--- config.mk ---
export PLATFORM = sky130hd
export DESIGN_NAME = cdd_div_cell
export DESIGN_NICKNAME = d
export VERILOG_FILES = /design/src/assert_macros.svh /design/src/cdd_pkg.sv /design/src/cdd_div_cell.sv
export SDC_FILE = /design/constraint.sdc
export NUM_CORES = 1
export LEC_CHECK = 0
export BUFFER_PORTS_ARGS = -buffer_cell sky130_fd_sc_hd__clkbuf_2
export CAP_MARGIN = 20
export CORE_MARGIN = 1.5
export CORE_UTILIZATION = 43
export DETAILED_ROUTE_END_ITERATION = 7
export GPL_TIMING_DRIVEN = 0
export HOLD_SLACK_MARGIN = 0.03
export SLEW_MARGIN = 30
export SYNTH_ARGS = -nofsm -noshare
export SYNTH_HDL_FRONTEND = slang
export SYNTH_SLANG_ARGS = --single-unit
--- constraint.sdc ---
create_clock -name aclk -period 9.6 [get_ports aclk]
set_input_delay 0.48 -clock aclk [delete_from_list [all_inputs] [get_ports aclk]]
set_output_delay 0.48 -clock aclk [all_outputs]
set_load 0.01 [all_outputs]
--- src/assert_macros.svh ---
// Assertion helpers for the derivative filter.
// Each check is clocked and disabled while reset is low.
`ifndef ASSERT_MACROS_SVH
`define ASSERT_MACROS_SVH

`ifndef SYNTHESIS

// Same-cycle implication check
`define CDD_ASSERT_IMPLY(label, clk, rst_n, ante, cons) \
    label: assert property (@(posedge clk) disable iff (!rst_n) (ante) |-> (cons)) \
        else $error("same-cycle check failed");

// Next-cycle implication check
`define CDD_ASSERT_NEXT(label, clk, rst_n, ante, cons) \
    label: assert property (@(posedge clk) disable iff (!rst_n) (ante) |=> (cons)) \
        else $error("next-cycle check failed");

`else

`define CDD_ASSERT_IMPLY(label, clk, rst_n, ante, cons)
`define CDD_ASSERT_NEXT(label, clk, rst_n, ante, cons)

`endif

`endif

--- src/cdd_pkg.sv ---
`default_nettype none

package cdd_pkg;

    // Field and configuration widths
    localparam int SAMPLE_W  = 32;
    localparam int POS_W     = 12;
    localparam int CFG_IDX_W = 2;
    localparam int CFG_W     = 32;
    localparam int S_TDATA_W = 32;
    localparam int M_TDATA_W = 48;

    localparam int MAX_LENGTH_DEF = 4096;

    // Window geometry
    localparam int HIST   = 6;
    localparam int RADIUS = 3;

    // Datapath widths
    localparam int PAIR_W    = 33;  // sum or difference of two samples
    localparam int TERM_W    = 44;  // weighted term and stencil sum
    localparam int MAG_W     = 42;  // magnitude of stencil sum
    localparam int HALF_W    = 21;  // one half of the magnitude
    localparam int PP_W      = 53;  // HALF_W x 32 partial product
    localparam int PROD_W    = 75;  // full product plus rounding
    localparam int RND_SHIFT = 18;  // drop 2^16 and the factor of 4
    localparam int YQ_W      = PROD_W - RND_SHIFT;

    // Digit-serial division by 15 or 45
    localparam int NUM_W       = 40;
    localparam int DIGIT_W     = 8;
    localparam int REM_W       = 6;
    localparam int NDIG        = NUM_W / DIGIT_W;
    localparam int CUR_W       = REM_W + DIGIT_W;
    localparam int RECIP_W     = 17;
    localparam int RECIP_SHIFT = 20;
    localparam int RPROD_W     = CUR_W + RECIP_W;

    // Configuration register indexes
    localparam logic [CFG_IDX_W-1:0] REG_MODE           = 2'd0;
    localparam logic [CFG_IDX_W-1:0] REG_INV_SPACING    = 2'd1;
    localparam logic [CFG_IDX_W-1:0] REG_INV_SPACING_SQ = 2'd2;

    localparam logic [CFG_W-1:0] INV_SPACING_RESET = 32'h0001_0000;

    // Divisors left after the shift: 60 = 4*15, 180 = 4*45
    localparam logic [REM_W-1:0]   DIV_D1   = 6'd15;
    localparam logic [REM_W-1:0]   DIV_D2   = 6'd45;
    localparam logic [RECIP_W-1:0] RECIP_D1 = 17'd69906;  // ceil(2^20/15)
    localparam logic [RECIP_W-1:0] RECIP_D2 = 17'd23302;  // ceil(2^20/45)

    // Half of the full denominator, added before truncation
    localparam logic [PROD_W-1:0] ROUND_D1 = PROD_W'(60 * 32768);
    localparam logic [PROD_W-1:0] ROUND_D2 = PROD_W'(180 * 32768);

    // Quotient reaches 2^32 at or above these
    localparam logic [YQ_W-1:0] BIG_D1 = YQ_W'(40'h0F_0000_0000);
    localparam logic [YQ_W-1:0] BIG_D2 = YQ_W'(40'h2D_0000_0000);

    localparam logic [SAMPLE_W-1:0] SAT_POS = 32'h7FFF_FFFF;
    localparam logic [SAMPLE_W-1:0] SAT_NEG = 32'h8000_0000;

    // Sideband that rides along with each item
    typedef struct packed {
        logic [POS_W-1:0] pos;
        logic             last;
        logic             is_d2;
        logic             neg;
        logic             big;
    } cdd_side_t;

    // State handed from one division cell to the next
    typedef struct packed {
        logic [NUM_W-1:0] num;   // remaining digits on top, quotient digits below
        logic [REM_W-1:0] rem;
        cdd_side_t        side;
    } cdd_div_t;

    // Constant weights as shift-add networks
    function automatic logic signed [TERM_W-1:0] times9(input logic signed [TERM_W-1:0] x);
        return (x <<< 3) + x;
    endfunction

    function automatic logic signed [TERM_W-1:0] times27(input logic signed [TERM_W-1:0] x);
        return (x <<< 5) - (x <<< 2) - x;
    endfunction

    function automatic logic signed [TERM_W-1:0] times45(input logic signed [TERM_W-1:0] x);
        return (x <<< 5) + (x <<< 3) + (x <<< 2) + x;
    endfunction

    function automatic logic signed [TERM_W-1:0] times270(input logic signed [TERM_W-1:0] x);
        return (x <<< 8) + (x <<< 4) - (x <<< 1);
    endfunction

    function automatic logic signed [TERM_W-1:0] times490(input logic signed [TERM_W-1:0] x);
        return (x <<< 9) - (x <<< 4) - (x <<< 2) - (x <<< 1);
    endfunction

    // Quotient digit times the divisor (15 or 45)
    function automatic logic [CUR_W-1:0] times_div(input logic [DIGIT_W-1:0] q,
                                                   input logic is_d2);
        logic [CUR_W-1:0] w;
        w = CUR_W'(q);
        return is_d2 ? (w << 5) + (w << 3) + (w << 2) + w : (w << 4) - w;
    endfunction

endpackage

`default_nettype wire

--- src/cdd_div_cell.sv ---
`default_nettype none

// One base-256 digit of division by 15 or 45
module cdd_div_cell
    import cdd_pkg::*;
(
    input  wire            aclk,
    input  wire            adv,
    input  wire cdd_div_t  din,
    output cdd_div_t       dout
);

    cdd_div_t              stage_reg;
    cdd_div_t              stage_next;
    logic [CUR_W-1:0]      cur;
    logic [RECIP_W-1:0]    recip;
    logic [RPROD_W-1:0]    rprod;
    logic [DIGIT_W-1:0]    qd;
    logic [CUR_W-1:0]      rem_full;

    // Partial dividend: running remainder with the next digit
    always_comb begin
        cur      = {din.rem, din.num[NUM_W-1 -: DIGIT_W]};
        recip    = din.side.is_d2 ? RECIP_D2 : RECIP_D1;
        rprod    = RPROD_W'(cur) * RPROD_W'(recip);
        qd       = rprod[RECIP_SHIFT +: DIGIT_W];
        rem_full = cur - times_div(qd, din.side.is_d2);

        stage_next      = din;
        stage_next.num  = {din.num[NUM_W-DIGIT_W-1:0], qd};
        stage_next.rem  = rem_full[REM_W-1:0];
    end

    always_ff @(posedge aclk) begin
        if (adv) begin
            stage_reg <= stage_next;
        end
    end

    assign dout = stage_reg;

endmodule

`default_nettype wire

==> results.md, run 1 <==
- Hold buffer count at cts: 0
- Hold Vio Cnt, Final: 0
- Post-DP HPWL: 12,000 um
- HP Class: in -> reg
- Crit-path slowest cell: fa_1
- Iteration-0 DRC Markers: between 150 and 200
- Hold EP: dout[36]$_DFFE_PP_
- DR WL/cell: 16.1 um
- CP endpoint kind: register
- Port-buffer cells: 125
- Drc violations: 0
- Post-synth ARST share: 0%
- Starting Density: 44.6%
- Tmin final: 8870 ps
- Core ar.: 0.0140 mm2
- Drt first pass iters: 4
- Top-count cell post-synth: inv_1
- Nets: 920
- H-tree depth reported by CTS: 3
- Synth cell count leaders: 130 x inv_1, 114 x ha_1, 71 x fa_1, 62 x edfxtp_1, 20 x xnor2_1
- Cell Area, Synth: 0.00627 mm2
- Most area-hungry cell type in the Yosys netlist: edfxtp_1
- Max-cap viol count: 0
- Clock sink total: 62
- Largest register FFs: 62
- Final Setup Violations: 0
- # rows: between 40 and 50
- Die height: 124 um
- RSZ-0062 raised after global routing: no
- Vias in the first global route: 4,620
- Layout cells sized above 1: 22.3%
- Die width: 124 um
- Die area: between 0.015 and 0.02 mm2
- Final Core Density: between 50% and 60%
- Placed Cells: 840
- Synthesis-to-finish area growth: 18.6%
- Post-synth top area share: 29.7%
- Worst-path maximum fanout: 10
- ANT nets after route: 0
- WP data required: 9660 ps
- All-Layer GR Usage: roughly 19%
- First-pass GRT wire length: 22,400 um
- Total congestion overflow: 0
- CTS Buf Count: 9
- Hold path depth: 1
- Ys flop type: edfxtp_1
- I/O pins: 126
- Final worst-path cycle share: 92.4%
- EDFF count, synth: 62
- Final non-filler cell total: 856
- Worst Hold Launch: din[28]
- Distinct cells, synth: 48
- Status: finished, final reports clean
- Sequential-to-total area share from yosys stat: 29.7%
- Worst Tran Pin Value: just over 800 ps
- CTS Root Cell: clkbuf_16
- CTS tree: yes
- Mapped Cells: 531
- Post-Route Setup TNS: 0 ps
- Vias per inst: 4.93
- Diode count: 0
- CP peak stage delay: around 560 ps
- Max Slew Vio Count: 0
- Final GP Congestion: 0.872
- WL final: 13,800 um
- Largest net degree at the start of global routing: 63
- CTS Buffer Depth: 2
- Synth area leaders: edfxtp_1 30%, ha_1 23%, fa_1 23%
- Worst hold margin: around 340 ps
- Avg Cell Area, Syn: 11.8 um2
- Ys Warns: 0
- CP Class: in -> reg
- Vias: 4,217
- Post-synthesis register bit count: 62
- Post-CTS Resized: 0
- Slew margin rel.: between 40 and 50%
- Fmax: between 0.1 and 0.15 GHz
- Setup repair bufs after CTS: 0
- Most Frequent Cell on Critical Path: ha_1
- Clock slew at reported path FFs: 50 ps
- Arrival time worst endpoint: between 8000 and 9000 ps
- CP startpoint kind: input pin
- Antenna violations before repair: 0
==> critical path: cells and delay by family <==
family / cells / cell delay, ps
XOR/XNOR: 4 / 760
multiplexers: 1 / 170
AND/OR/NAND/NOR: 2 / 250
adder cells (fa/ha/maj): 12 / 4590
buffers and inverters: 7 / 1310
AO/OA/AOI/OAI: 6 / 1340
==> cell usage in the layout (no fill, tap or decap), drive strengths merged, types with 3 or more instances in the layout <==
cell / Yosys / routed
fa: 71 / 71
a21o: 9 / 9
clkbuf: 2 / 136
nand2: 18 / 18
clkinv: 0 / 4
and2: 6 / 6
edfxtp: 62 / 62
nor3: 5 / 5
nand4: 5 / 5
nor2: 17 / 17
o21ai: 6 / 6
a211oi: 3 / 3
ha: 114 / 114
nand3b: 3 / 3
xnor2: 22 / 22
nand3: 3 / 3
a21oi: 13 / 13
xor2: 8 / 8
inv: 130 / 131
nor2b: 6 / 6
conb: 2 / 6
==> layout make-up <==
type | count | area (um2)
Sequential cell | 62 | 1860
Fill cell | 1248 | 6610
Timing Repair Buffer | 125 | 628
Inverter | 130 | 488
Multi-Input combinational cell | 339 | 3920
Clock buffer | 9 | 225
Buffer | 4 | 16.3
Tap cell | 180 | 225
Clock inverter | 7 | 72.6
==> per-layer routing <==
metal	track usage (%)	up-vias	routed length, um
li1	-	2030	-
met1	23.8	2077	5790
met3	3.80	10	668
met5	0	-	0
met4	3.95	0	138
met2	34.9	100	7210
==> stage by stage <==
stage | cell area (um2) | setup WS (ps)
2_1_floorplan | 6280 | 1710
3_5_place_dp | 7140 | 447
5_1_grt | 7430 | 274
6_report | 7430 | 726
4_1_cts | 7430 | 732
3_3_place_gp | 7130 | 398
==> cell families after synthesis <==
family / count (synthesis) / synth area share [%]
other: 2 / 0.120
flip-flops: 62 / 29.7
AO/OA/AOI/OAI: 45 / 5.67
buffers and inverters: 134 / 8.05
adder cells (fa/ha/maj): 185 / 45.4
AND/OR/NAND/NOR: 70 / 5.73
multiplexers: 2 / 0.319
XOR/XNOR: 31 / 4.97
==> worst max path at each step <==
stage	startpoint	end	slack, ps	depth (start not counted)
3_3_place_gp	din[2]	dout[21]$_DFFE_PP_	400	32
2_1_floorplan	din[2]	dout[21]$_DFFE_PP_	1710	31
3_5_place_dp	din[2]	dout[21]$_DFFE_PP_	450	32
4_1_cts	din[2]	dout[21]$_DFFE_PP_	730	32
5_1_grt	din[2]	dout[21]$_DFFE_PP_	270	32
6_report	din[2]	dout[21]$_DFFE_PP_	730	32
Power of run 1 is left out: the tool's default activity adds up to more than one toggle a clock period on the data nets, which glitch-free logic cannot reach.
==> run 2, diff against run 1 <==
--- a/config.mk
+++ b/config.mk
@@ -5,11 +5,12 @@
 export SDC_FILE = /design/constraint.sdc
 export NUM_CORES = 1
 export LEC_CHECK = 0
-export BUFFER_PORTS_ARGS = -buffer_cell sky130_fd_sc_hd__clkbuf_2
 export CAP_MARGIN = 20
+export CORE_ASPECT_RATIO = 0.7
 export CORE_MARGIN = 1.5
 export CORE_UTILIZATION = 43
 export DETAILED_ROUTE_END_ITERATION = 7
+export DONT_BUFFER_PORTS = 1
 export GPL_TIMING_DRIVEN = 0
 export HOLD_SLACK_MARGIN = 0.03
 export SLEW_MARGIN = 30
==> results.md, run 2 (synthesis gave the netlist of run 1 again) <==
- Drc violations: 0 (unchanged)
- Nets: 795 (-14%)
- Final Core Density: 48.5% (-4.4 points)
- CTS Buf Count: 9 (unchanged)
- CP Class: in -> reg
- Diode count: 0 (unchanged)
- Post-DP HPWL: 11,600 um (-2.9%)
- Final GP Congestion: 0.922 (+5.7%)
- Fmax: 0.113 GHz (+0.47%)
- Vias in the first global route: 3,969 (-14%)
- Worst Tran Pin Value: 693 ps (-115 ps)
- Setup ws final: 767 ps (+41.0 ps)
- Status: finished, final reports clean
- Worst Hold Launch: din[13]
- Hold EP: dout[13]$_DFFE_PP_
- Final worst-path cycle share: 92.0% (-0.43 points)
- WL final: 13,500 um (-2.5%)
- Antenna violations before repair: 0 (unchanged)
- Layout cells sized above 1: 5.08% (-17 points)
- Starting Density: 44.6% (about the same)
- Hold path depth: 0 (-1)
- FILL cells: 1,282 (+2.7%)
- HP Class: in -> reg
- Largest net degree at the start of global routing: 63 (unchanged)
- Die area: 0.0153 mm2 (about the same)
- Clock slew at reported path FFs: 50 ps (about the same)
- First-pass GRT wire length: 21,500 um (-4.3%)
- Hold Vio Cnt, Final: 0 (unchanged)
- RSZ-0062 raised after global routing: no
- Worst-path maximum fanout: 10 (unchanged)
- Drt first pass iters: 4 (unchanged)
- CP startpoint kind: input pin
- Slew margin rel.: 53.7% (+7.6 points)
- CP endpoint kind: register
- Hold buffer count at cts: 0 (unchanged)
- Vias per inst: 5.03 (+2.1%)
- Crit-path slowest cell: fa_1
- CP peak stage delay: 530 ps (-30 ps)
- Port-buffer cells: 0 (-100%)
- CTS tree: yes
- CTS Root Cell: clkbuf_16
- Most Frequent Cell on Critical Path: ha_1
- Total congestion overflow: 0 (unchanged)
- Most common cell after layout, fill and taps aside: inv_1
- ANT nets after route: 0 (unchanged)
- Max-cap viol count: 0 (unchanged)
- Post-Route Setup TNS: 0 ps (unchanged)
- Place WS: 194 ps (-253 ps)
- I/O pins: 126 (unchanged)
- Die width: 147 um (+19%)
- WP data required: 9680 ps (+20 ps)
- Tmin final: 8830 ps (-41.0 ps)
- DR WL/cell: 18.2 um (+13%)
- Final Setup Violations: 0 (unchanged)
- Die height: 104 um (-16%)
- CP Launch Point: din[2]
- H-tree depth reported by CTS: 3 (unchanged)
- Arrival time worst endpoint: 8910 ps (-30 ps)
- Vias: 3,728 (-12%)
- Synthesis-to-finish area growth: 8.82%
- Iteration-0 DRC Markers: 139 (-12%)
- Core ar.: 0.0141 mm2 (about the same)
- Largest register FFs: 62 (unchanged)
- # rows: 36 (-16%)
- Max Slew Vio Count: 0 (unchanged)
- Leading cell types in the layout, fill and taps excluded: 130 x inv_1, 114 x ha_1, 71 x fa_1, 62 x edfxtp_1, 20 x xnor2_1
- All-Layer GR Usage: 18.6% (-0.65 points)
- Clock sink total: 62 (unchanged)
- CTS Buffer Depth: 2 (unchanged)
==> run 2: final cells by class <==
cell class,instances,area (um2),share of cell area [%]
Multi-Input combinational cell,339,3920,57.4
Inverter,130,488,7.15
Buffer,4,17.5,0.257
Tap cell,190,238,3.49
Clock inverter,7,73.8,1.08
Sequential cell,62,1860,27.3
Clock buffer,9,225,3.30
==> run 2: stage by stage <==
stage / cell area, um2 / hold WS (ps) / std cells
4_1_cts: 6820 / 234 / 741
2_1_floorplan: 6280 / 579 / 535
5_1_grt: 6820 / 233 / 741
3_5_place_dp: 6520 / 579 / 725
6_report: 6820 / 245 / 741
3_3_place_gp: 6520 / 579 / 725
==> run 2: routing by layer <==
layer / vias to the layer above / wire length, um / track usage [%]
met5: - / 0 / 0
met4: 0 / 152 / 3.71
met3: 16 / 915 / 5.48
met2: 114 / 5970 / 28.6
met1: 1823 / 6420 / 26.2
li1: 1775 / - / -
==> run 2: timing repair <==
item                       in CTS  in global routing
setup endpoints to repair       0                  1
setup buffers                   0                  0
gates resized for setup         0                  2
==> run 2: worst max path at each step <==
stage / endpoint / slack (ps)
after floorplan: dout[21]$_DFFE_PP_ / 1710
after global placement: dout[21]$_DFFE_PP_ / -50
after detailed placement: dout[21]$_DFFE_PP_ / 190
after CTS: dout[21]$_DFFE_PP_ / 530
after global routing: dout[21]$_DFFE_PP_ / 170
final: dout[21]$_DFFE_PP_ / 770
==> run 2: worst max-delay path: cells and delay by family <==
kind | cells | cell delay (ps)
AND/OR/NAND/NOR | 3 | 690
XOR/XNOR | 4 | 740
buffers and inverters | 6 | 1080
adder cells (fa/ha/maj) | 12 | 4240
AO/OA/AOI/OAI | 5 | 1500
multiplexers | 1 | 160
Power of run 2 is left out for the same reason.
