==> src/assert_macros.svh <==
// Assertion helpers for the derivative filter.
// Each check is clocked and disabled while reset is low.
`ifndef ASSERT_MACROS_SVH
`define ASSERT_MACROS_SVH

`ifndef SYNTHESIS

// Same-cycle implication check
`define CDD_ASSERT_IMPLY(label, clk, rst_n, ante, cons) \
    label: assert property (@(posedge clk) disable iff (!rst_n) (ante) |-> (cons)) \
        else $error("same-cycle check failed");

// Next-cycle implication check
`define CDD_ASSERT_NEXT(label, clk, rst_n, ante, cons) \
    label: assert property (@(posedge clk) disable iff (!rst_n) (ante) |=> (cons)) \
        else $error("next-cycle check failed");

`else

`define CDD_ASSERT_IMPLY(label, clk, rst_n, ante, cons)
`define CDD_ASSERT_NEXT(label, clk, rst_n, ante, cons)

`endif

`endif

==> src/cdd_pkg.sv <==
`default_nettype none

package cdd_pkg;

    // Field and configuration widths
    localparam int SAMPLE_W  = 32;
    localparam int POS_W     = 12;
    localparam int CFG_IDX_W = 2;
    localparam int CFG_W     = 32;
    localparam int S_TDATA_W = 32;
    localparam int M_TDATA_W = 48;

    localparam int MAX_LENGTH_DEF = 4096;

    // Window geometry
    localparam int HIST   = 6;
    localparam int RADIUS = 3;

    // Datapath widths
    localparam int PAIR_W    = 33;  // sum or difference of two samples
    localparam int TERM_W    = 44;  // weighted term and stencil sum
    localparam int MAG_W     = 42;  // magnitude of stencil sum
    localparam int HALF_W    = 21;  // one half of the magnitude
    localparam int PP_W      = 53;  // HALF_W x 32 partial product
    localparam int PROD_W    = 75;  // full product plus rounding
    localparam int RND_SHIFT = 18;  // drop 2^16 and the factor of 4
    localparam int YQ_W      = PROD_W - RND_SHIFT;

    // Digit-serial division by 15 or 45
    localparam int NUM_W       = 40;
    localparam int DIGIT_W     = 8;
    localparam int REM_W       = 6;
    localparam int NDIG        = NUM_W / DIGIT_W;
    localparam int CUR_W       = REM_W + DIGIT_W;
    localparam int RECIP_W     = 17;
    localparam int RECIP_SHIFT = 20;
    localparam int RPROD_W     = CUR_W + RECIP_W;

    // Configuration register indexes
    localparam logic [CFG_IDX_W-1:0] REG_MODE           = 2'd0;
    localparam logic [CFG_IDX_W-1:0] REG_INV_SPACING    = 2'd1;
    localparam logic [CFG_IDX_W-1:0] REG_INV_SPACING_SQ = 2'd2;

    localparam logic [CFG_W-1:0] INV_SPACING_RESET = 32'h0001_0000;

    // Divisors left after the shift: 60 = 4*15, 180 = 4*45
    localparam logic [REM_W-1:0]   DIV_D1   = 6'd15;
    localparam logic [REM_W-1:0]   DIV_D2   = 6'd45;
    localparam logic [RECIP_W-1:0] RECIP_D1 = 17'd69906;  // ceil(2^20/15)
    localparam logic [RECIP_W-1:0] RECIP_D2 = 17'd23302;  // ceil(2^20/45)

    // Half of the full denominator, added before truncation
    localparam logic [PROD_W-1:0] ROUND_D1 = PROD_W'(60 * 32768);
    localparam logic [PROD_W-1:0] ROUND_D2 = PROD_W'(180 * 32768);

    // Quotient reaches 2^32 at or above these
    localparam logic [YQ_W-1:0] BIG_D1 = YQ_W'(40'h0F_0000_0000);
    localparam logic [YQ_W-1:0] BIG_D2 = YQ_W'(40'h2D_0000_0000);

    localparam logic [SAMPLE_W-1:0] SAT_POS = 32'h7FFF_FFFF;
    localparam logic [SAMPLE_W-1:0] SAT_NEG = 32'h8000_0000;

    // Sideband that rides along with each item
    typedef struct packed {
        logic [POS_W-1:0] pos;
        logic             last;
        logic             is_d2;
        logic             neg;
        logic             big;
    } cdd_side_t;

    // State handed from one division cell to the next
    typedef struct packed {
        logic [NUM_W-1:0] num;   // remaining digits on top, quotient digits below
        logic [REM_W-1:0] rem;
        cdd_side_t        side;
    } cdd_div_t;

    // Constant weights as shift-add networks
    function automatic logic signed [TERM_W-1:0] times9(input logic signed [TERM_W-1:0] x);
        return (x <<< 3) + x;
    endfunction

    function automatic logic signed [TERM_W-1:0] times27(input logic signed [TERM_W-1:0] x);
        return (x <<< 5) - (x <<< 2) - x;
    endfunction

    function automatic logic signed [TERM_W-1:0] times45(input logic signed [TERM_W-1:0] x);
        return (x <<< 5) + (x <<< 3) + (x <<< 2) + x;
    endfunction

    function automatic logic signed [TERM_W-1:0] times270(input logic signed [TERM_W-1:0] x);
        return (x <<< 8) + (x <<< 4) - (x <<< 1);
    endfunction

    function automatic logic signed [TERM_W-1:0] times490(input logic signed [TERM_W-1:0] x);
        return (x <<< 9) - (x <<< 4) - (x <<< 2) - (x <<< 1);
    endfunction

    // Quotient digit times the divisor (15 or 45)
    function automatic logic [CUR_W-1:0] times_div(input logic [DIGIT_W-1:0] q,
                                                   input logic is_d2);
        logic [CUR_W-1:0] w;
        w = CUR_W'(q);
        return is_d2 ? (w << 5) + (w << 3) + (w << 2) + w : (w << 4) - w;
    endfunction

endpackage

`default_nettype wire

==> src/cdd_cell.sv <==
`default_nettype none

// One window cell: holds a sample and hands it to the older neighbor
module cdd_cell
    import cdd_pkg::*;
(
    input  wire                        aclk,
    input  wire                        shift_en,
    input  wire logic signed [SAMPLE_W-1:0] din,
    output logic signed [SAMPLE_W-1:0] dout
);

    logic signed [SAMPLE_W-1:0] sample_reg;

    always_ff @(posedge aclk) begin
        if (shift_en) begin
            sample_reg <= din;
        end
    end

    assign dout = sample_reg;

endmodule

`default_nettype wire

==> config.mk <==
export PLATFORM = sky130hd
export DESIGN_NAME = cdd_cell
export DESIGN_NICKNAME = d
export VERILOG_FILES = /design/src/assert_macros.svh /design/src/cdd_pkg.sv /design/src/cdd_cell.sv
export SDC_FILE = /design/constraint.sdc
export NUM_CORES = 1
export LEC_CHECK = 0
export ABC_AREA = 1
export BUFFER_PORTS_ARGS = -buffer_cell sky130_fd_sc_hd__buf_2
export CELL_PAD_IN_SITES_DETAIL_PLACEMENT = 0
export CELL_PAD_IN_SITES_GLOBAL_PLACEMENT = 1
export CORE_MARGIN = 1.5
export CORE_UTILIZATION = 33
export CTS_BUF_LIST = sky130_fd_sc_hd__clkbuf_16
export DETAILED_ROUTE_END_ITERATION = 12
export PLACE_DENSITY_LB_ADDON = 0.1
export SYNTH_ARGS = -nofsm -noshare
export SYNTH_HDL_FRONTEND = slang
export SYNTH_SLANG_ARGS = --single-unit
==> constraint.sdc <==
create_clock -name aclk -period 0.8 [get_ports aclk]
set_input_delay 0.16 -clock aclk [delete_from_list [all_inputs] [get_ports aclk]]
set_output_delay 0.16 -clock aclk [all_outputs]
set_load 0.02 [all_outputs]
==> flow_metrics.tcl, run 1 <==
set metrics [dict create \
    die_area_sq_um 3240 \
    crit_buf_inv 1 \
    slew_viol_final 0 \
    worstSetupEndpointType "output pin" \
    drive_gt1_share_pct 69.2 \
    numPlacedInstances 130 \
    antenna_found_initial 0 \
    p_int_mw 3.67 \
    final_util_pct 58.6 \
    status "finished, violations left" \
    fin_crit_ns 0.964 \
    antennaDiodeCount 0 \
    wl_per_cell_um 12.1 \
    nMultiInputCombCells 0 \
    post-cts-setup-buffer-count 0 \
    crit_fanout 1 \
    cp_slowest_cell "edfxtp_1" \
    power_frac_seq_pct 44.8 \
    grt_pass1_vias 497 \
    cp-start-kind "register" \
    synth_xor_area_share_pct 0 \
    ys_seq_elements 32 \
    max_freq_mhz 1040 \
    setup_ws_ns -0.164 \
    ys_seq_area_share_pct 100 \
    ys_warn_count 0 \
    grt_max_degree 18 \
    grtUsageTotal_pct 10.2 \
    arrival_ns 0.80 \
    min-delay-start "din[7]" \
    largest_register_ffs 32 \
    area_growth_pct 68.2 \
    power_leakage_nw 0.702 \
    cts.clk_slew.worst_paths_ns 0.05 \
    multiInputGateArea_sq_um 0 \
    synth-simple-area-share_pct 0 \
    wl_um 1680 \
    die_h_um 57.0 \
    root_buffer "clkbuf_16" \
    core-area_sq_um 2760 \
    place_area_sq_um 1370 \
    setup_tns_ns -4.60 \
    synthAdderAreaFrac_pct 0 \
    power_density_nw_per_um2 2820 \
    slew_headroom_pct 92.5 \
    io_buffers 65 \
    grt_pass1_wl_um 2250 \
    critPathMaxStageDelay_ns 0.39 \
    drv_cap 0 \
    irDropWorstVdd_v 0.00188 \
    drcViolationCount 0 \
    fp.dieW_um 57.0 \
    synth_compound_area_share_pct 0 \
    start_util_pct 34.8 \
    clk_path_buf_depth 2 \
    ant_nets 0 \
    clock-sinks 32 \
    syn_inst 32 \
    n_fill_cell 217 \
    share_comb_of_total_power_pct 10.5 \
    synth_nets 66 \
    p_total_mw 4.55 \
    worstPathCellList "buf_6" \
    design_area_sq_um 1620 \
    worstSetupPathType "register to output pin" \
    final_common_cell "buf_2" \
    detail_route.first_pass.iterations 4 \
    route.vias.total 568 \
    numCtsBuffers 5 \
    htreeDepth 2 \
    place.gp.congestion 0.644 \
    ys_types 1 \
    mappedNetlistArea_sq_um 961 \
    cts_tree "yes" \
    netlist_top_cells_area "edfxtp_1 100%" \
    setup_viol 32 \
    stdcell_count 138 \
    rows 19 \
    final_hold_viol_count 0 \
    min_path_type "input pin to register" \
    violations "setup timing" \
    final_cell_mix "51 x buf_2, 32 x edfxtp_1, 14 x buf_6" \
    nNetsFinal 140 \
    num_io_pins 66 \
    required_ns 0.64 \
    synth.top_cell.area_share_pct 100 \
    rsz0062_at_grt "true" \
    clkPwrFrac_pct 44.7 \
    synth.area.mux_share_pct 0 \
    crit_family "flip-flops" \
    synth_top_area_cell "edfxtp_1" \
    syn_area_per_cell_sq_um 30.0 \
    fin_crit_sh_pct 120 \
    p_sw_share_pct 19.5 \
    cts_hold_buf 0 \
    routed_via_density 4.12 \
    tightest_slew_ns 0.113 \
    drtIter0Drc 6 \
    crit_start "dout[2]$_DFFE_PP_" \
    grt.overflow.total 0 \
    power.switching_uw 889 \
]
[path summary, 6_finish.rpt]
check	end	slack [ns]	cells past startpoint
worst max-delay path	dout[2]	-0.16	1
worst min-delay path	dout[7]$_DFFE_PP_	0.07	1
[area by class of cell]
type                    count  area, sq um  area share, %
flip-flops and latches     32          961           59.4
well taps                  31         38.8           2.40
repair buffers             67          453           28.0
clock buffers               5          125           7.74
clock inverters             3         38.8           2.40
[kinds of logic (layout without fill, tap and decap cells)]
group    count (synthesis)  after routing
flops                   32             32
buf+inv                  0             75
[layer usage]
layer	GRT usage (%)	vias up	wire, um
met5	0	-	0
met4	3.99	0	16
met3	7.48	3	241
met2	15.4	42	807
met1	10.9	247	611
li1	-	276	-
[power groups by stage]
stage | combinational [mW] | clock [mW] | sequential (mW)
2_1_floorplan | 0 | 0 | 2.24
3_3_place_gp | 0.421 | 0 | 2.05
3_5_place_dp | 0.424 | 0 | 2.06
4_1_cts | 0.433 | 2.09 | 2.03
5_1_grt | 0.507 | 2.17 | 2.05
6_report | 0.480 | 2.03 | 2.04
[Yosys cell counts]
cell / number
edfxtp_1: 32
[per-stage QoR]
step,setup slack [ns],hold WS [ns]
global placement,0.0415,0.337
floorplan,0.191,0.259
finish,-0.164,0.0656
detailed placement,0.0231,0.338
CTS,-0.183,0.0592
global route,-0.206,0.0551
[timing repair]
action / in CTS / in global routing
hold endpoints to repair: 0 / 0
endpoints found under the setup margin: 32 / 32
resized for setup: 4 / 24
pin swaps: 0 / 0
(Power assumes the default switching activity.)
==> run 2, diff against run 1 <==
--- a/config.mk
+++ b/config.mk
@@ -13,7 +13,8 @@
 export CORE_UTILIZATION = 33
 export CTS_BUF_LIST = sky130_fd_sc_hd__clkbuf_16
 export DETAILED_ROUTE_END_ITERATION = 12
-export PLACE_DENSITY_LB_ADDON = 0.1
+export PLACE_DENSITY = 0.92
+export RECOVER_POWER = 50
 export SYNTH_ARGS = -nofsm -noshare
 export SYNTH_HDL_FRONTEND = slang
 export SYNTH_SLANG_ARGS = --single-unit
==> run 2 against run 1 <==
Against the previous run: the run still ends with setup timing left; clock-buffer cell count did not move; utilization is 0.68 points higher; combinational power rose by 4%; worst hold slack improved by 0.00081 ns; maximum frequency fell by 0.73%; sequential power is essentially flat; critical path depth is the same; power increased by 0.55%; non-clock buffer count unchanged; final cell count stayed put; critical endpoint is now dout[1]; largest cell class unchanged; highest routed layer unchanged.
==> flow_metrics.tcl, run 2 (synthesized netlist as in run 1, its figures left out) <==
set metrics [dict create \
    status "finished, violations left" \
    violations "setup timing" \
    grt_pass1_vias 580 \
    cp_slowest_cell "edfxtp_1" \
    hold-worst-slack_ns 0.0664 \
    setup_ws_ns -0.171 \
    required_ns 0.64 \
    start_util_pct 34.8 \
    numCtsBuffers 5 \
    grt_max_degree 18 \
    final_cell_mix "48 x buf_2, 32 x edfxtp_1, 17 x buf_6" \
    worstPathCellList "buf_6" \
    grt_pass1_wl_um 2770 \
    crit_family "flip-flops" \
    grt.overflow.total 0 \
    p_int_mw 3.68 \
    antennaDiodeCount 0 \
    grtUsageTotal_pct 11.8 \
    num_io_pins 66 \
    critPathMaxStageDelay_ns 0.40 \
    max_freq_mhz 1030 \
    largest_register_ffs 32 \
    root_buffer "clkbuf_16" \
    wl_per_cell_um 13.7 \
    min_path_type "input pin to register" \
    crit_buf_inv 1 \
    crit_start "dout[1]$_DFFE_PP_" \
    fp.dieW_um 57.0 \
    power_density_nw_per_um2 2800 \
    multiInputGateArea_sq_um 0 \
    nMultiInputCombCells 0 \
    htreeDepth 2 \
    min-delay-start "din[27]" \
    cp-start-kind "register" \
    share_comb_of_total_power_pct 10.9 \
    final_hold_viol_count 0 \
    final_common_cell "buf_2" \
    p_sw_share_pct 19.7 \
    post-cts-setup-buffer-count 0 \
    fin_crit_ns 0.971 \
    fin_crit_sh_pct 121 \
    ant_nets 0 \
    nNetsFinal 140 \
    setup_viol 32 \
    die_area_sq_um 3240 \
    rows 19 \
    seq_area_sq_um 961 \
    place.gp.congestion 0.602 \
    power_leakage_nw 0.709 \
    p_total_mw 4.58 \
    power_frac_seq_pct 44.6 \
    cts_tree "yes" \
    core-area_sq_um 2760 \
    slew_viol_final 0 \
    irDropWorstVdd_v 0.00169 \
    worstSetupEndpointType "output pin" \
    route.vias.total 575 \
    worstSetupPathType "register to output pin" \
    clk_path_buf_depth 2 \
    wl_um 1890 \
    routed_via_density 4.17 \
    cts.clk_slew.worst_paths_ns 0.05 \
    die_h_um 57.0 \
    drcViolationCount 0 \
    area_growth_pct 70.2 \
    power.switching_uw 900 \
    drtIter0Drc 5 \
    tightest_slew_ns 0.113 \
    detail_route.first_pass.iterations 4 \
    io_buffers 65 \
    arrival_ns 0.81 \
    clock-sinks 32 \
    slew_headroom_pct 92.5 \
    n_fill_cell 212 \
    crit_fanout 1 \
    worst-path-stages 1 \
    clkPwrFrac_pct 44.5 \
    endpoint "dout[1]" \
    rsz0062_at_grt "true" \
    antenna_found_initial 0 \
    drive_gt1_share_pct 69.2 \
    drv_cap 0 \
]
run 2: changes by cell type in the layout (fill, tap and decap cells not counted):
cell	change
buf_6	+3
buf_2	-3
run 2: how the worst min path moves through the flow:
| stage | to | slack, ns | cells after the start |
|---|---|---|---|
| after global placement | dout[22]$_DFFE_PP_ | 0.34 | 1 |
| after CTS | dout[27]$_DFFE_PP_ | 0.06 | 1 |
| final | dout[27]$_DFFE_PP_ | 0.07 | 1 |
| after detailed placement | dout[27]$_DFFE_PP_ | 0.34 | 1 |
| after global routing | dout[19]$_DFFE_PP_ | 0.05 | 1 |
| after floorplan | dout[0]$_DFFE_PP_ | 0.26 | 0 |
run 2: power by group through the flow:
stage               sequential, mW  combinational (mW)  clock (mW)
floorplan                     2.24                   0           0
global placement              2.05               0.420           0
detailed placement            2.06               0.428           0
CTS                           2.04               0.455        2.09
global route                  2.06               0.520        2.16
finish                        2.04               0.499        2.04
run 2: stage by stage:
step / setup WS (ns) / instance area (sq um) / std cells / util [%] / setup TNS (ns)
after floorplan: 0.191 / 961 / 32 / - / 0
after global placement: 0.0492 / 1370 / 130 / 49.5 / 0
after detailed placement: 0.0376 / 1370 / 130 / 49.5 / 0
after CTS: -0.182 / 1570 / 138 / 56.8 / -4.93
after global routing: -0.207 / 1640 / 138 / 59.3 / -5.61
final: -0.171 / 1640 / 138 / 59.3 / -4.63
run 2: routing by layer:
| layer | GRT usage, % | routed length [um] | vias up |
|---|---|---|---|
| met5 | 0 | 0 | - |
| met4 | 5.98 | 21 | 0 |
| met3 | 4.76 | 142 | 2 |
| met2 | 20.7 | 1100 | 30 |
| met1 | 12.2 | 628 | 266 |
| li1 | - | - | 277 |
run 2: final cells by class:
type	count	share of cell area, %
Sequential cell	32	58.8
Timing Repair Buffer	67	28.8
Clock inverter	3	2.37
Tap cell	31	2.37
Clock buffer	5	7.65
run 2: repair_timing:
item	4_1_cts	5_1_grt
hold buffers	0	0
resized for setup	12	22
setup endpoints to repair	32	32
==> run 3, diff against run 2 <==
--- a/config.mk
+++ b/config.mk
@@ -13,8 +13,10 @@
 export CORE_UTILIZATION = 33
 export CTS_BUF_LIST = sky130_fd_sc_hd__clkbuf_16
 export DETAILED_ROUTE_END_ITERATION = 12
+export GPL_TIMING_DRIVEN = 0
 export PLACE_DENSITY = 0.92
 export RECOVER_POWER = 50
+export REMOVE_ABC_BUFFERS = 1
 export SYNTH_ARGS = -nofsm -noshare
 export SYNTH_HDL_FRONTEND = slang
 export SYNTH_SLANG_ARGS = --single-unit
==> run 3 against run 2 <==
Against the previous run: non-clock buffer count shrank 2; the run still ends with setup timing left; final cell count shrank 1.4%; wire length shrank 8.6%; setup slack lost 0.0041 ns; largest power group unchanged; utilization shrank 2.1 points; combinational power shrank 4.2%; die area is the same; via count shrank 1.0%; critical path depth is the same; worst hold slack gained 0.0027 ns; critical path type unchanged; sequential power is essentially flat; maximum frequency shrank 0.42%.
==> flow_metrics.tcl, run 3 (synthesized netlist as in run 1, its figures left out) <==
set metrics [dict create \
    status "finished, violations left" \
    violations "setup timing" \
    wl_per_cell_um 12.7 \
    area_growth_pct 64.1 \
    min_path_type "input pin to register" \
    cts_tree "yes" \
    numPlacedInstances 128 \
    cts.clk_slew.worst_paths_ns 0.05 \
    num_io_pins 66 \
    p_int_mw 3.33 \
    worstSetupPathType "register to output pin" \
    min-delay-start "din[31]" \
    final_util_pct 57.2 \
    root_buffer "clkbuf_16" \
    htreeDepth 2 \
    clock-sinks 32 \
    setup_ws_ns -0.175 \
    power_density_nw_per_um2 2660 \
    crit_buf_inv 1 \
    grtUsageTotal_pct 10.8 \
    max_freq_mhz 1030 \
    final_hold_viol_count 0 \
    largest_register_ffs 32 \
    hold-worst-slack_ns 0.0691 \
    die_area_sq_um 3240 \
    p_sw_share_pct 20.5 \
    hpwl_um 1280 \
    power_frac_seq_pct 48.8 \
    share_comb_of_total_power_pct 11.4 \
    route.vias.total 569 \
    io_buffers 65 \
    crit_fanout 1 \
    drtIter0Drc 15 \
    crit_family "flip-flops" \
    grt.overflow.total 0 \
    critPathMaxStageDelay_ns 0.40 \
    nNetsFinal 138 \
    setup_tns_ns -4.51 \
    fin_crit_ns 0.975 \
    place.gp.congestion 0.608 \
    cp_slowest_cell "edfxtp_1" \
    tightest_slew_ns 0.393 \
    irDropWorstVdd_v 0.00211 \
    power_leakage_nw 0.682 \
    top_usage_layer "met2" \
    core-area_sq_um 2760 \
    antenna_found_initial 0 \
    nMultiInputCombCells 0 \
    fp.dieW_um 57.0 \
    stdcell_count 136 \
    arrival_ns 0.82 \
    worstSetupEndpointType "output pin" \
    gr-usage-met3_pct 4.76 \
    numCtsBuffers 5 \
    grt_pass1_wl_um 2500 \
    power.switching_uw 861 \
    post-cts-setup-buffer-count 0 \
    multiInputGateArea_sq_um 0 \
    rows 19 \
    grtUsageMet2_pct 19.2 \
    cts_hold_buf 0 \
    clk_path_buf_depth 2 \
    design_area_sq_um 1580 \
    detail_route.first_pass.iterations 2 \
    place_area_sq_um 1330 \
    fin_crit_sh_pct 122 \
    die_h_um 57.0 \
    slew_headroom_pct 73.8 \
    final_cell_mix "46 x buf_2, 32 x edfxtp_1, 18 x buf_6" \
    start_util_pct 34.8 \
    use_met1_pct 9.85 \
    drv_cap 0 \
    ant_nets 0 \
    slew_viol_final 0 \
    worstPathCellList "buf_6" \
    final_common_cell "buf_2" \
    cp-start-kind "register" \
    routed_via_density 4.18 \
    setup_viol 32 \
    crit_start "dout[7]$_DFFE_PP_" \
    rsz0062_at_grt "true" \
    antennaDiodeCount 0 \
    wl_um 1730 \
    drcViolationCount 0 \
    required_ns 0.64 \
    clkPwrFrac_pct 39.8 \
    grt_max_degree 33 \
    grt_pass1_vias 548 \
    drive_gt1_share_pct 66.7 \
]
==> run 3: per-stage QoR <==
step	worst slack, ns	power (mW)
6_report	-0.175	4.19
5_1_grt	-0.199	4.36
4_1_cts	-0.174	4.20
3_5_place_dp	-0.299	2.46
3_3_place_gp	-0.245	2.45
2_1_floorplan	0.191	2.24
==> run 3: final timing paths <==
kind            endpoint  cells after the start
max              dout[7]                      1
min   dout[31]$_DFFE_PP_                      1
==> run 3: what timing repair did <==
action                     in CTS  in global routing
setup endpoints to repair      64                 32
resized for setup              15                 22
pin swaps                       0                  0
==> run 3: area by class of cell <==
class	instances	area [sq um]
clock buffer	5	125
clock inverter	3	11.3
fill	235	1180
sequential	32	961
tap	31	38.8
timing repair buffer	65	440
==> run 3: power by group through the flow <==
| stage | Clock [mW] | Combinational [mW] | Sequential, mW |
|---|---|---|---|
| after floorplan | 0 | 0 | 2.24 |
| after global placement | 0 | 0.395 | 2.05 |
| after detailed placement | 0 | 0.402 | 2.06 |
| after CTS | 1.73 | 0.435 | 2.03 |
| after global routing | 1.80 | 0.499 | 2.06 |
| final | 1.67 | 0.478 | 2.05 |
==> run 3: routing by layer <==
layer	wire length (um)	part of all wire, %
met1	540	31
met4	21	1.2
met2	1040	60
met3	129	7.5
met5	0	0
